--- config.mk ---
export PLATFORM = sky130hd
export DESIGN_NAME = pending_request_table_with_timeout_top
export DESIGN_NICKNAME = d
export VERILOG_FILES = /design/src/rtl/prtt_pkg.sv /design/src/rtl/pending_request_table_with_timeout_top.sv /design/src/rtl/prtt_cell.sv
export SDC_FILE = /design/constraint.sdc
export NUM_CORES = 2
export LEC_CHECK = 0
export ABC_AREA = 0
export BUFFER_PORTS_ARGS = -buffer_cell sky130_fd_sc_hd__buf_2
export CAP_MARGIN = 20
export CORE_AREA = 2 2 522 524
export CTS_BUF_LIST = sky130_fd_sc_hd__clkbuf_8
export DETAILED_ROUTE_END_ITERATION = 12
export DIE_AREA = 0 0 524 526
export HOLD_SLACK_MARGIN = 0.15
export PLACE_DENSITY = 0.66
export SETUP_SLACK_MARGIN = 0.15
export SLEW_MARGIN = 20
export SYNTH_ARGS = -nofsm -noshare
export SYNTH_HDL_FRONTEND = slang
export SYNTH_HIERARCHICAL = 1
export SYNTH_SLANG_ARGS = --single-unit
--- constraint.sdc ---
create_clock -name clk_i -period 7.36 [get_ports clk_i]
set_input_delay 0 -clock clk_i [delete_from_list [all_inputs] [get_ports clk_i]]
set_output_delay 0 -clock clk_i [all_outputs]
set_load 0.01 [all_outputs]
--- src/rtl/prtt_pkg.sv ---
// shared types and constants of the pending request table
package prtt_pkg;

  localparam int unsigned TABLE_DEPTH = 16;
  localparam logic [15:0] EXPIRE_AGE_RESET = 16'd120;

  typedef enum logic [1:0] {
    CELL_HOLD,
    CELL_WRITE,
    CELL_MARK,
    CELL_SHIFT
  } cell_op_e;

  typedef enum logic [1:0] {
    ST_IDLE,
    ST_MARK,
    ST_SQUEEZE,
    ST_RESULT
  } state_e;

  typedef enum logic {
    ACT_ADD   = 1'b0,
    ACT_FETCH = 1'b1
  } action_e;

  typedef struct packed {
    logic [31:0] id;
    logic [7:0]  kind;
    logic [15:0] tag;
    logic [31:0] stamp;
  } payload_t;

  typedef struct packed {
    logic     occ;
    logic     kill;
    payload_t data;
  } entry_t;

  // broadcast from the controller to every cell
  typedef struct packed {
    payload_t    item;
    logic [15:0] age;
  } bus_t;

  typedef struct packed {
    cell_op_e op;
    logic     sel;
  } cell_ctrl_t;

  typedef struct packed {
    logic kind_hit;
    logic id_hit;
    logic free;
    logic kill;
    logic [15:0] tag;
  } cell_stat_t;

endpackage

--- src/rtl/pending_request_table_with_timeout_top.sv ---
// top level: controller, chain of table cells, result register and config register
// sequence: an add passes through the mark and result states; a fetch passes through mark,
//   squeeze until every removed entry (expired ones plus the matched one, up to 16) is gone,
//   and result; the squeeze compacts one slot per cycle through the cell chain
// one transaction at a time: requests are taken only when idle; result waits for the output
// reset: table empty, expire age 120, no result pending
module pending_request_table_with_timeout_top (
  input  logic         clk_i,
  input  logic         rst_ni,
  input  logic         s_axis_tvalid,
  output logic         s_axis_tready,
  input  logic [87:0]  s_axis_tdata,  // request_id, proc_kind, handler_tag, now
  input  logic         s_axis_tuser,  // action
  output logic         m_axis_tvalid,
  input  logic         m_axis_tready,
  output logic [15:0]  m_axis_tdata,  // found_tag
  output logic [1:0]   m_axis_tuser,  // hit, dropped
  input  logic         cfg_valid_i,
  output logic         cfg_ready_o,
  input  logic [15:0]  cfg_data_i
);

  localparam int unsigned D = prtt_pkg::TABLE_DEPTH;

  prtt_pkg::state_e     state_q, state_d;
  logic [15:0]          age_q;
  logic                 action_q;
  prtt_pkg::payload_t   item_q;
  prtt_pkg::bus_t       bus;
  prtt_pkg::cell_ctrl_t ctrl  [D];
  prtt_pkg::entry_t     ent   [D+1];
  prtt_pkg::cell_stat_t stat  [D];

  logic [D-1:0] kind_vec, id_vec, free_vec, kill_vec, kind_sel, id_sel, free_sel, shift_vec;
  logic         kind_any, id_any, free_any, kill_any;
  logic [15:0]  sel_tag;
  logic         res_hit_q, res_drop_q;
  logic [15:0]  res_tag_q;
  logic         out_valid_q;
  logic         out_hit_q, out_drop_q;
  logic [15:0]  out_tag_q;
  logic         in_fire, out_load;

  function automatic logic [D-1:0] first_one(input logic [D-1:0] v);
    logic [D-1:0] r;
    logic         seen;
    r    = '0;
    seen = 1'b0;
    for (int k = 0; k < D; k++) begin
      r[k] = v[k] && !seen;
      seen = seen || v[k];
    end
    return r;
  endfunction

  assign cfg_ready_o   = 1'b1;
  assign s_axis_tready = (state_q == prtt_pkg::ST_IDLE);
  assign in_fire       = s_axis_tvalid && s_axis_tready;
  assign out_load      = (state_q == prtt_pkg::ST_RESULT) && (!out_valid_q || m_axis_tready);

  assign bus.item = item_q;
  assign bus.age  = age_q;

  assign ent[D] = '0;

  for (genvar g = 0; g < D; g++) begin : g_cell
    prtt_cell u_cell (
      .clk_i  (clk_i),
      .rst_ni (rst_ni),
      .ctrl_i (ctrl[g]),
      .bus_i  (bus),
      .nbr_i  (ent[g+1]),
      .ent_o  (ent[g]),
      .stat_o (stat[g])
    );
    assign kind_vec[g] = stat[g].kind_hit;
    assign id_vec[g]   = stat[g].id_hit;
    assign free_vec[g] = stat[g].free;
    assign kill_vec[g] = stat[g].kill;
  end

  assign kind_sel = first_one(kind_vec);
  assign id_sel   = first_one(id_vec);
  assign free_sel = first_one(free_vec);
  assign kind_any = (|kind_vec) && (item_q.kind != 8'd0);
  assign id_any   = |id_vec;
  assign free_any = |free_vec;
  assign kill_any = |kill_vec;

  always_comb begin
    logic run;
    run       = 1'b0;
    shift_vec = '0;
    sel_tag   = '0;
    for (int k = 0; k < D; k++) begin
      run          = run || kill_vec[k];
      shift_vec[k] = run;
      sel_tag      = sel_tag | (id_sel[k] ? stat[k].tag : 16'd0);
    end
  end

  // next state
  always_comb begin
    state_d = state_q;
    case (state_q)
      prtt_pkg::ST_IDLE: begin
        if (in_fire) state_d = prtt_pkg::ST_MARK;
      end
      prtt_pkg::ST_MARK: begin
        state_d = (action_q == prtt_pkg::ACT_FETCH) ? prtt_pkg::ST_SQUEEZE
                                                    : prtt_pkg::ST_RESULT;
      end
      prtt_pkg::ST_SQUEEZE: begin
        if (!kill_any) state_d = prtt_pkg::ST_RESULT;
      end
      prtt_pkg::ST_RESULT: begin
        if (out_load) state_d = prtt_pkg::ST_IDLE;
      end
      default: state_d = prtt_pkg::ST_IDLE;
    endcase
  end

  // cell controls
  always_comb begin
    for (int k = 0; k < D; k++) begin
      ctrl[k].op  = prtt_pkg::CELL_HOLD;
      ctrl[k].sel = 1'b0;
    end
    case (state_q)
      prtt_pkg::ST_MARK: begin
        for (int k = 0; k < D; k++) begin
          if (action_q == prtt_pkg::ACT_FETCH) begin
            ctrl[k].op  = prtt_pkg::CELL_MARK;
            ctrl[k].sel = id_sel[k];
          end else if (kind_any ? kind_sel[k] : free_sel[k]) begin
            ctrl[k].op = prtt_pkg::CELL_WRITE;
          end
        end
      end
      prtt_pkg::ST_SQUEEZE: begin
        for (int k = 0; k < D; k++) begin
          if (shift_vec[k]) ctrl[k].op = prtt_pkg::CELL_SHIFT;
        end
      end
      default: ;
    endcase
  end

  always_ff @(posedge clk_i or negedge rst_ni) begin
    if (!rst_ni) begin
      state_q     <= prtt_pkg::ST_IDLE;
      age_q       <= prtt_pkg::EXPIRE_AGE_RESET;
      out_valid_q <= 1'b0;
    end else begin
      state_q <= state_d;
      if (cfg_valid_i && cfg_ready_o) age_q <= cfg_data_i;
      if (out_load) out_valid_q <= 1'b1;
      else if (m_axis_tready) out_valid_q <= 1'b0;
    end
  end

  always_ff @(posedge clk_i) begin
    if (in_fire) begin
      action_q     <= s_axis_tuser;
      item_q.id    <= s_axis_tdata[31:0];
      item_q.kind  <= s_axis_tdata[39:32];
      item_q.tag   <= s_axis_tdata[55:40];
      item_q.stamp <= s_axis_tdata[87:56];
    end
    if (state_q == prtt_pkg::ST_MARK) begin
      if (action_q == prtt_pkg::ACT_FETCH) begin
        res_hit_q  <= id_any;
        res_tag_q  <= sel_tag;
        res_drop_q <= 1'b0;
      end else begin
        res_hit_q  <= 1'b0;
        res_tag_q  <= 16'd0;
        res_drop_q <= !kind_any && !free_any;
      end
    end
    if (out_load) begin
      out_hit_q  <= res_hit_q;
      out_tag_q  <= res_tag_q;
      out_drop_q <= res_drop_q;
    end
  end

  assign m_axis_tvalid = out_valid_q;
  assign m_axis_tdata  = out_tag_q;
  assign m_axis_tuser  = {out_drop_q, out_hit_q};

  logic [D-1:0] occ_vec;
  for (genvar g = 0; g < D; g++) begin : g_occ
    assign occ_vec[g] = ent[g].occ;
  end

  a_occ_prefix : assert property (@(posedge clk_i) disable iff (!rst_ni)
    (((occ_vec + 1'b1) & occ_vec) == '0) || (state_q == prtt_pkg::ST_SQUEEZE))
    else $error("occupied cells not contiguous from the head");

  a_hit_drop : assert property (@(posedge clk_i) disable iff (!rst_ni)
    m_axis_tvalid |-> !(m_axis_tuser[0] && m_axis_tuser[1]))
    else $error("result flags both hit and dropped");

  a_miss_tag : assert property (@(posedge clk_i) disable iff (!rst_ni)
    (m_axis_tvalid && !m_axis_tuser[0]) |-> (m_axis_tdata == 16'd0))
    else $error("tag nonzero without a hit");

  a_drop_full : assert property (@(posedge clk_i) disable iff (!rst_ni)
    (state_q == prtt_pkg::ST_MARK && action_q == prtt_pkg::ACT_ADD && free_any)
      |=> !res_drop_q)
    else $error("add dropped with a free cell");

endmodule

--- src/rtl/prtt_cell.sv ---
// one table slot: holds an entry, compares it, and shifts from its right neighbor
module prtt_cell (
  input  logic                  clk_i,
  input  logic                  rst_ni,
  input  prtt_pkg::cell_ctrl_t  ctrl_i,
  input  prtt_pkg::bus_t        bus_i,
  input  prtt_pkg::entry_t      nbr_i,
  output prtt_pkg::entry_t      ent_o,
  output prtt_pkg::cell_stat_t  stat_o
);

  logic               occ_q, occ_d;
  logic               kill_q, kill_d;
  prtt_pkg::payload_t data_q, data_d;
  logic               expired;
  logic [32:0]        limit;

  assign limit   = {1'b0, data_q.stamp} + {17'b0, bus_i.age};
  assign expired = occ_q && (limit < {1'b0, bus_i.item.stamp});

  always_comb begin
    occ_d  = occ_q;
    kill_d = kill_q;
    data_d = data_q;
    case (ctrl_i.op)
      prtt_pkg::CELL_WRITE: begin
        occ_d  = 1'b1;
        kill_d = 1'b0;
        data_d = bus_i.item;
      end
      prtt_pkg::CELL_MARK: begin
        kill_d = expired || ctrl_i.sel;
      end
      prtt_pkg::CELL_SHIFT: begin
        occ_d  = nbr_i.occ;
        kill_d = nbr_i.kill;
        data_d = nbr_i.data;
      end
      default: ;
    endcase
  end

  always_ff @(posedge clk_i or negedge rst_ni) begin
    if (!rst_ni) begin
      occ_q  <= 1'b0;
      kill_q <= 1'b0;
    end else begin
      occ_q  <= occ_d;
      kill_q <= kill_d;
    end
  end

  always_ff @(posedge clk_i) begin
    data_q <= data_d;
  end

  assign ent_o.occ  = occ_q;
  assign ent_o.kill = kill_q;
  assign ent_o.data = data_q;

  assign stat_o.kind_hit = occ_q && (data_q.kind == bus_i.item.kind);
  assign stat_o.id_hit   = occ_q && !expired && (data_q.id == bus_i.item.id);
  assign stat_o.free     = !occ_q;
  assign stat_o.kill     = kill_q;
  assign stat_o.tag      = data_q.tag;

endmodule
# Word-level counts from Yosys, hierarchy flattened
# Cells that the tools add are included.
# Widths: inputs -> output; s select.
# totals
reg_bits	1584
latchBits	0
ram_bits	0
rom_bits	0
input_bits	110
mem_count	0
# classes
addsub	16
multipliers	0
div_mod_pow	0
n_lt_le_gt_ge	16
eq_ne	86
shifts	0
muxes	183
n_bitwise	15
n_reduce_logical	307
# ops
op	n
$pmux 88 s2	16
$add 32x16->33	16
$lt 33x32->1	16
$eq 32x32->1	16
$mux 16	16
$or 16x16->16	15
$eq 8x8->1	16
$logic_and 1x1->1	113
$logic_not 1->1	79
$logic_or 1x1->1	74
$mux 2	35
$eq 2x2->1 const B	34
$mux 1	67
$pmux 2 s2	16
$reduce_or 16->1	4
$pmux 1 s3	15
$reduce_bool 3->1	15
$reduce_bool 2->1	18
$eq 2x1->1 const B	17
$pmux 1 s2	17
$pmux 2 s4	1
$reduce_bool 8->1	1
$ne 2x2->1 const B	2
$reduce_and 3->1	1
3 further kinds	3

# Logic depth before layout (Yosys ltp)
# depth
depth_word	26
mapped_depth	29
mapped_depth_nobuf	27

# Modules after synthesis
# The synthesis kept the hierarchy.
# by_module_without_submodules
mod	instances	cells_per_inst	area_per_inst_um2
prtt_cell at g_cell[0].u_cell ...	9	525	6227.2
prtt_cell at g_cell[6].u_cell ...	4	534	6217.2
pending_request_table_with_timeout_top	1	740	7747.4
prtt_cell at g_cell[11].u_cell	1	530	6271.0
prtt_cell at g_cell[4].u_cell	1	535	6252.2
prtt_cell at g_cell[5].u_cell	1	523	6233.5

# Worst setup path before layout
# Ideal clock, no wire load.
# synth_path
path_type	reg2reg
start	reg age_q[1]
end	reg res_tag_q[10], data pin
setup_time_ns	0.160
arrival_time_ns	5.787
t_required_ns	7.200
slack_ns	1.413
stages_incl_launch_ff	26
path_buffers	3
cell_sequence	dfrtp_1 > inv_1 > fa_1 > nor2b_4 > o31a_4 > a41oi_4 > a21oi_2 > a221oi_4 > nor3_1 > xor2_1 > ha_1 > a21o_1 > a21o_1 > a21oi_1 > o2bb2ai_1 > a2111oi_0 > o311ai_2 > nor4b_2 > buf_2 > or3_1 > or3_1 > clkbuf_1 > buf_2 > a31oi_1 > o21ai_0 > a41oi_1
# synth_lines
element	line	source
start: declaration	pending_request_table_with_timeout_top.sv:26	logic [15:0] age_q;
start signal: assignment	pending_request_table_with_timeout_top.sv:152	age_q <= prtt_pkg::EXPIRE_AGE_RESET;
start signal: assignment	pending_request_table_with_timeout_top.sv:156	if (cfg_valid_i && cfg_ready_o) age_q <= cfg_data_i;
$add 32x16->33 (*)	prtt_cell.sv:18	assign limit = {1'b0, data_q.stamp} + {17'b0, bus_i.age};
$lt 33x32->1 (*)	prtt_cell.sv:19	assign expired = occ_q && (limit < {1'b0, bus_i.item.stamp});
$logic_and 1x1->1 (*)	prtt_cell.sv:19	
$logic_not 1->1 (*)	prtt_cell.sv:62	assign stat_o.id_hit = occ_q && !expired && (data_q.id == bus_i.item.id);
$logic_and 1x1->1 (*) (2 in a row)	prtt_cell.sv:62	
named net id_vec[5]	pending_request_table_with_timeout_top.sv:34	logic [D-1:0] kind_vec, id_vec, free_vec, kill_vec, kind_sel, id_sel, free_sel, shift_vec;
$logic_or 1x1->1	pending_request_table_with_timeout_top.sv:51	seen = seen || v[k];
$logic_not 1->1 / $logic_or 1x1->1 (equally long branches)	pending_request_table_with_timeout_top.sv:50, pending_request_table_with_timeout_top.sv:51	
$logic_and 1x1->1 (tied with other cells)	pending_request_table_with_timeout_top.sv:50	r[k] = v[k] && !seen;
$mux 16 (tied with other cells)	pending_request_table_with_timeout_top.sv:98	sel_tag = sel_tag | (id_sel[k] ? stat[k].tag : 16'd0);
$or 16x16->16 (tied with other cells) (8 in a row)	pending_request_table_with_timeout_top.sv:98	
$or 16x16->16 / $mux 16 (equally long branches)	pending_request_table_with_timeout_top.sv:98	
$or 16x16->16 (*)	pending_request_table_with_timeout_top.sv:98	
end signal: assignment	pending_request_table_with_timeout_top.sv:173	res_tag_q <= sel_tag;
end: declaration	pending_request_table_with_timeout_top.sv:38	logic [15:0] res_tag_q;
# Mark *: on every way through the listed nets, which the timed path passes. The rest lies on a longest branch.
# A chain may end at the register's enable or synchronous reset.

# Worst setup path in the final report
# layout_path
start	reg age_q[0]
end	reg res_tag_q[4], data pin
# layout_lines
element	line
$add 32x16->33 (*)	prtt_cell.sv:18
$lt 33x32->1 (*)	prtt_cell.sv:19
$logic_and 1x1->1 (*)	prtt_cell.sv:19
$logic_not 1->1 (*)	prtt_cell.sv:62
$logic_and 1x1->1 (*) (2 in a row)	prtt_cell.sv:62
named net id_vec[6]	pending_request_table_with_timeout_top.sv:34
$logic_or 1x1->1	pending_request_table_with_timeout_top.sv:51
$logic_not 1->1 / $logic_or 1x1->1 (equally long branches)	pending_request_table_with_timeout_top.sv:50, pending_request_table_with_timeout_top.sv:51
$logic_and 1x1->1 (tied with other cells)	pending_request_table_with_timeout_top.sv:50
$mux 16 (tied with other cells)	pending_request_table_with_timeout_top.sv:98
$or 16x16->16 (tied with other cells) (7 in a row)	pending_request_table_with_timeout_top.sv:98
$or 16x16->16 / $mux 16 (equally long branches)	pending_request_table_with_timeout_top.sv:98
$or 16x16->16 (*)	pending_request_table_with_timeout_top.sv:98
# Marks and branches as above.

==> results by group <==
Outcome
  • Status: finished clean

Clock tree
  • TritonCTS clock tree: done
  • Worst skew pair latency: 1.03 ns
  • CTS Root Cell: clkbuf_8
  • Post-CTS Setup Inserts: 0
  • Num CTS Buffers: 295
  • Clock slew at reported path FFs: roughly 0.06 ns
  • Clock Sinks: 1584
  • CTS HTree Levels: 5
  • Clock Tree Buf Depth: 4

Floorplan
  • IO Pins: 131
  • Die W: 524 um
  • Die Span Y: 526 um
  • Die area: 276000 um^2
  • Site Rows: 191
  • Core box area: 270000 um^2
  • Initial Util: approximately two fifths

Run
  • Max Cap Viol: 0

Setup path
  • Arrival time worst endpoint: 7.60 ns
  • FF-to-FF path depth: 23
  • Startpoint types: flip-flop
  • R2R Path End: res_tag_q[4]$_SDFFCE_PN0P_
  • Crit Path Max Fanout: 20
  • WP data required: 8.01 ns
  • R2R Setup Slk: 0.41 ns
  • Reg-to-reg critical path startpoint: age_q[0]$_DFFE_PN0P_
  • Type of destination of the critical path: flip-flop
  • CP Class: reg2reg

Final layout
  • Share of cells above drive strength 1: 23.5%
  • Fillers: 24400
  • P&R area growth vs syn: 11.0%
  • Combined area of the multi-input logic cells: 55000 um^2
  • Post-layout util: 44.2%
  • Most frequent cells in the layout: edfxtp_1, mux2_2, xnor2_1, inv_1, ha_1
  • Commonest non-fill, non-tap cell in the layout: edfxtp_1
  • Fin area: around 120000 um^2
  • Layout Cells excl Fill: 13400
  • Nets: 10500
  • Reg area: 47300 um^2

Timing
  • Clock skew: approximately 0.12 ns
  • Fin. Hold Viols: 0
  • RSZ-0062 raised after global routing: no
  • Max Freq: 0.144 GHz
  • Slew headroom: 12.2%
  • Setup violators final: 0
  • Setup tns final: 0 ns
  • Worst-Margin Slew: approximately 1.3 ns
  • Final max-slew violation count: 0
  • Fin crit period: between 6 and 7 ns
  • Final Cycle Share: 94.4%

GRT
  • Grt total ovfl: 0
  • First-pass GRT wire length: 469 mm
  • Largest net degree at the start of global routing: 91
  • GRT Overall Usage: 21.9%
  • Vias in the first global route: 79600
  • Initial antenna violation count: 9

Routing
  • DRT Wirelength: slightly above 300 mm
  • Vias: 76200
  • Wire length per cell: 23.2 um
  • Routed vias/inst: 5.70
  • Drt first pass iters: 9
  • DRC viols: 0
  • Final ANT Viol Nets: 0
  • First DRT Iteration DRCs: 6286

Placement
  • Post-DP HPWL: 220 mm
  • Port-buffer cells: 129
  • Placed cell area: 111000 um^2
  • Global placer's final weighted congestion: between 0.9 and 1
  • Cells after DPL: around 13000

Logic synthesis
  • Synth Warn #: 6
  • Post-Syn Area: 107000 um^2
  • Avg Inst Size Synth: 11.7 um^2
  • Synth Instances: 9187

Power
  • Power density cells: 351 nW/um^2
  • Leakage: 44.9 nW
  • VDD IR max: 0.242 mV

Hold path
  • Hold Path Stages: 3
  • Hold_sp: s_axis_tdata[33]
  • Worst Hold Class: in2reg
  • Worst Hold End: bus[65]$_DFFE_PP_
per-layer routing:
metal	GRT usage, %	part of all wire [%]
met1	26.0	39
met2	38.7	50
met3	2.67	5.8
met4	11.0	5.3
met5	0	0
state kept, by name, indices dropped and copies added (netlist names), 2 cells and up:
name	cells
state_q	2
g_cell.u_cell/occ_q	16
m_axis_tdata	16
age_q	16
bus	88
g_cell.u_cell/ent_o	1408
g_cell.u_cell/kill_q	16
res_tag_q	16
worst max-delay path: stages (launching register included):
cell and delay [ns]:
dfrtp_1 0.60, ha_1 0.28, inv_1 0.07, fa_1 0.39, nand2b_1 0.21, a211oi_2 0.34, o211ai_2 0.21, o31ai_4 0.58
nand3_1 0.17, xnor2_1 0.16, ha_1 0.31, nand4_1 0.19, nor4_1 0.72, a221o_1 0.25, a31oi_1 0.04, nand3_1 0.44
o2111a_1 0.31, buf_4 0.34, nor2b_1 0.09, buf_4 0.24, a22oi_1 0.18, o21ai_0 0.15, o21ai_0 0.21, a41oi_1 0.13
power by group:
part | total, W | switching [W] | internal [W]
clock network | 0.00787 | 0.00395 | 0.00392
logic | 0.0179 | 0.0107 | 0.00722
registers | 0.0161 | 0.00224 | 0.0139
total | 0.0419 | 0.0169 | 0.0250
cell type report:
type / instances / share of cell area (%)
multi-input combinational: 6458 / 46.1
clock inverter: 211 / 0.891
sequential: 1584 / 39.7
inverter: 669 / 2.11
tap: 3570 / 3.75
clock buffer: 299 / 3.45
antenna: 4 / 0.00839
timing repair buffer: 580 / 3.99
stage by stage:
step | hold WS (ns) | total power [W] | setup slack [ns]
detailed placement | -0.144 | 0.0337 | 0.172
global route | 0.212 | 0.0443 | 0.151
floorplan | -0.296 | 0.0288 | 1.41
CTS | 0.150 | 0.0419 | 0.374
global placement | -0.144 | 0.0330 | 0.200
finish | 0.245 | 0.0419 | 0.409
how the worst max path moves through the flow:
stage                         startpoint                     endpoint  slack, ns
floorplan           age_q[1]$_DFFE_PN0P_  res_tag_q[10]$_SDFFCE_PN0P_       1.41
global placement    age_q[2]$_DFFE_PN0P_   res_tag_q[6]$_SDFFCE_PN0P_       0.20
detailed placement  age_q[2]$_DFFE_PN0P_   res_tag_q[8]$_SDFFCE_PN0P_       0.17
CTS                 age_q[0]$_DFFE_PN0P_   res_tag_q[3]$_SDFFCE_PN0P_       0.37
global route        age_q[0]$_DFFE_PN0P_   res_tag_q[3]$_SDFFCE_PN0P_       0.15
finish              age_q[0]$_DFFE_PN0P_   res_tag_q[4]$_SDFFCE_PN0P_       0.41
what timing repair did:
item,CTS,global route
setup endpoints to repair,1,18
endpoints found under the hold margin,217,0
resized for setup,1,6
pin swaps,0,1
hold buffers,253,0
Power figures use the tool's default switching activity.
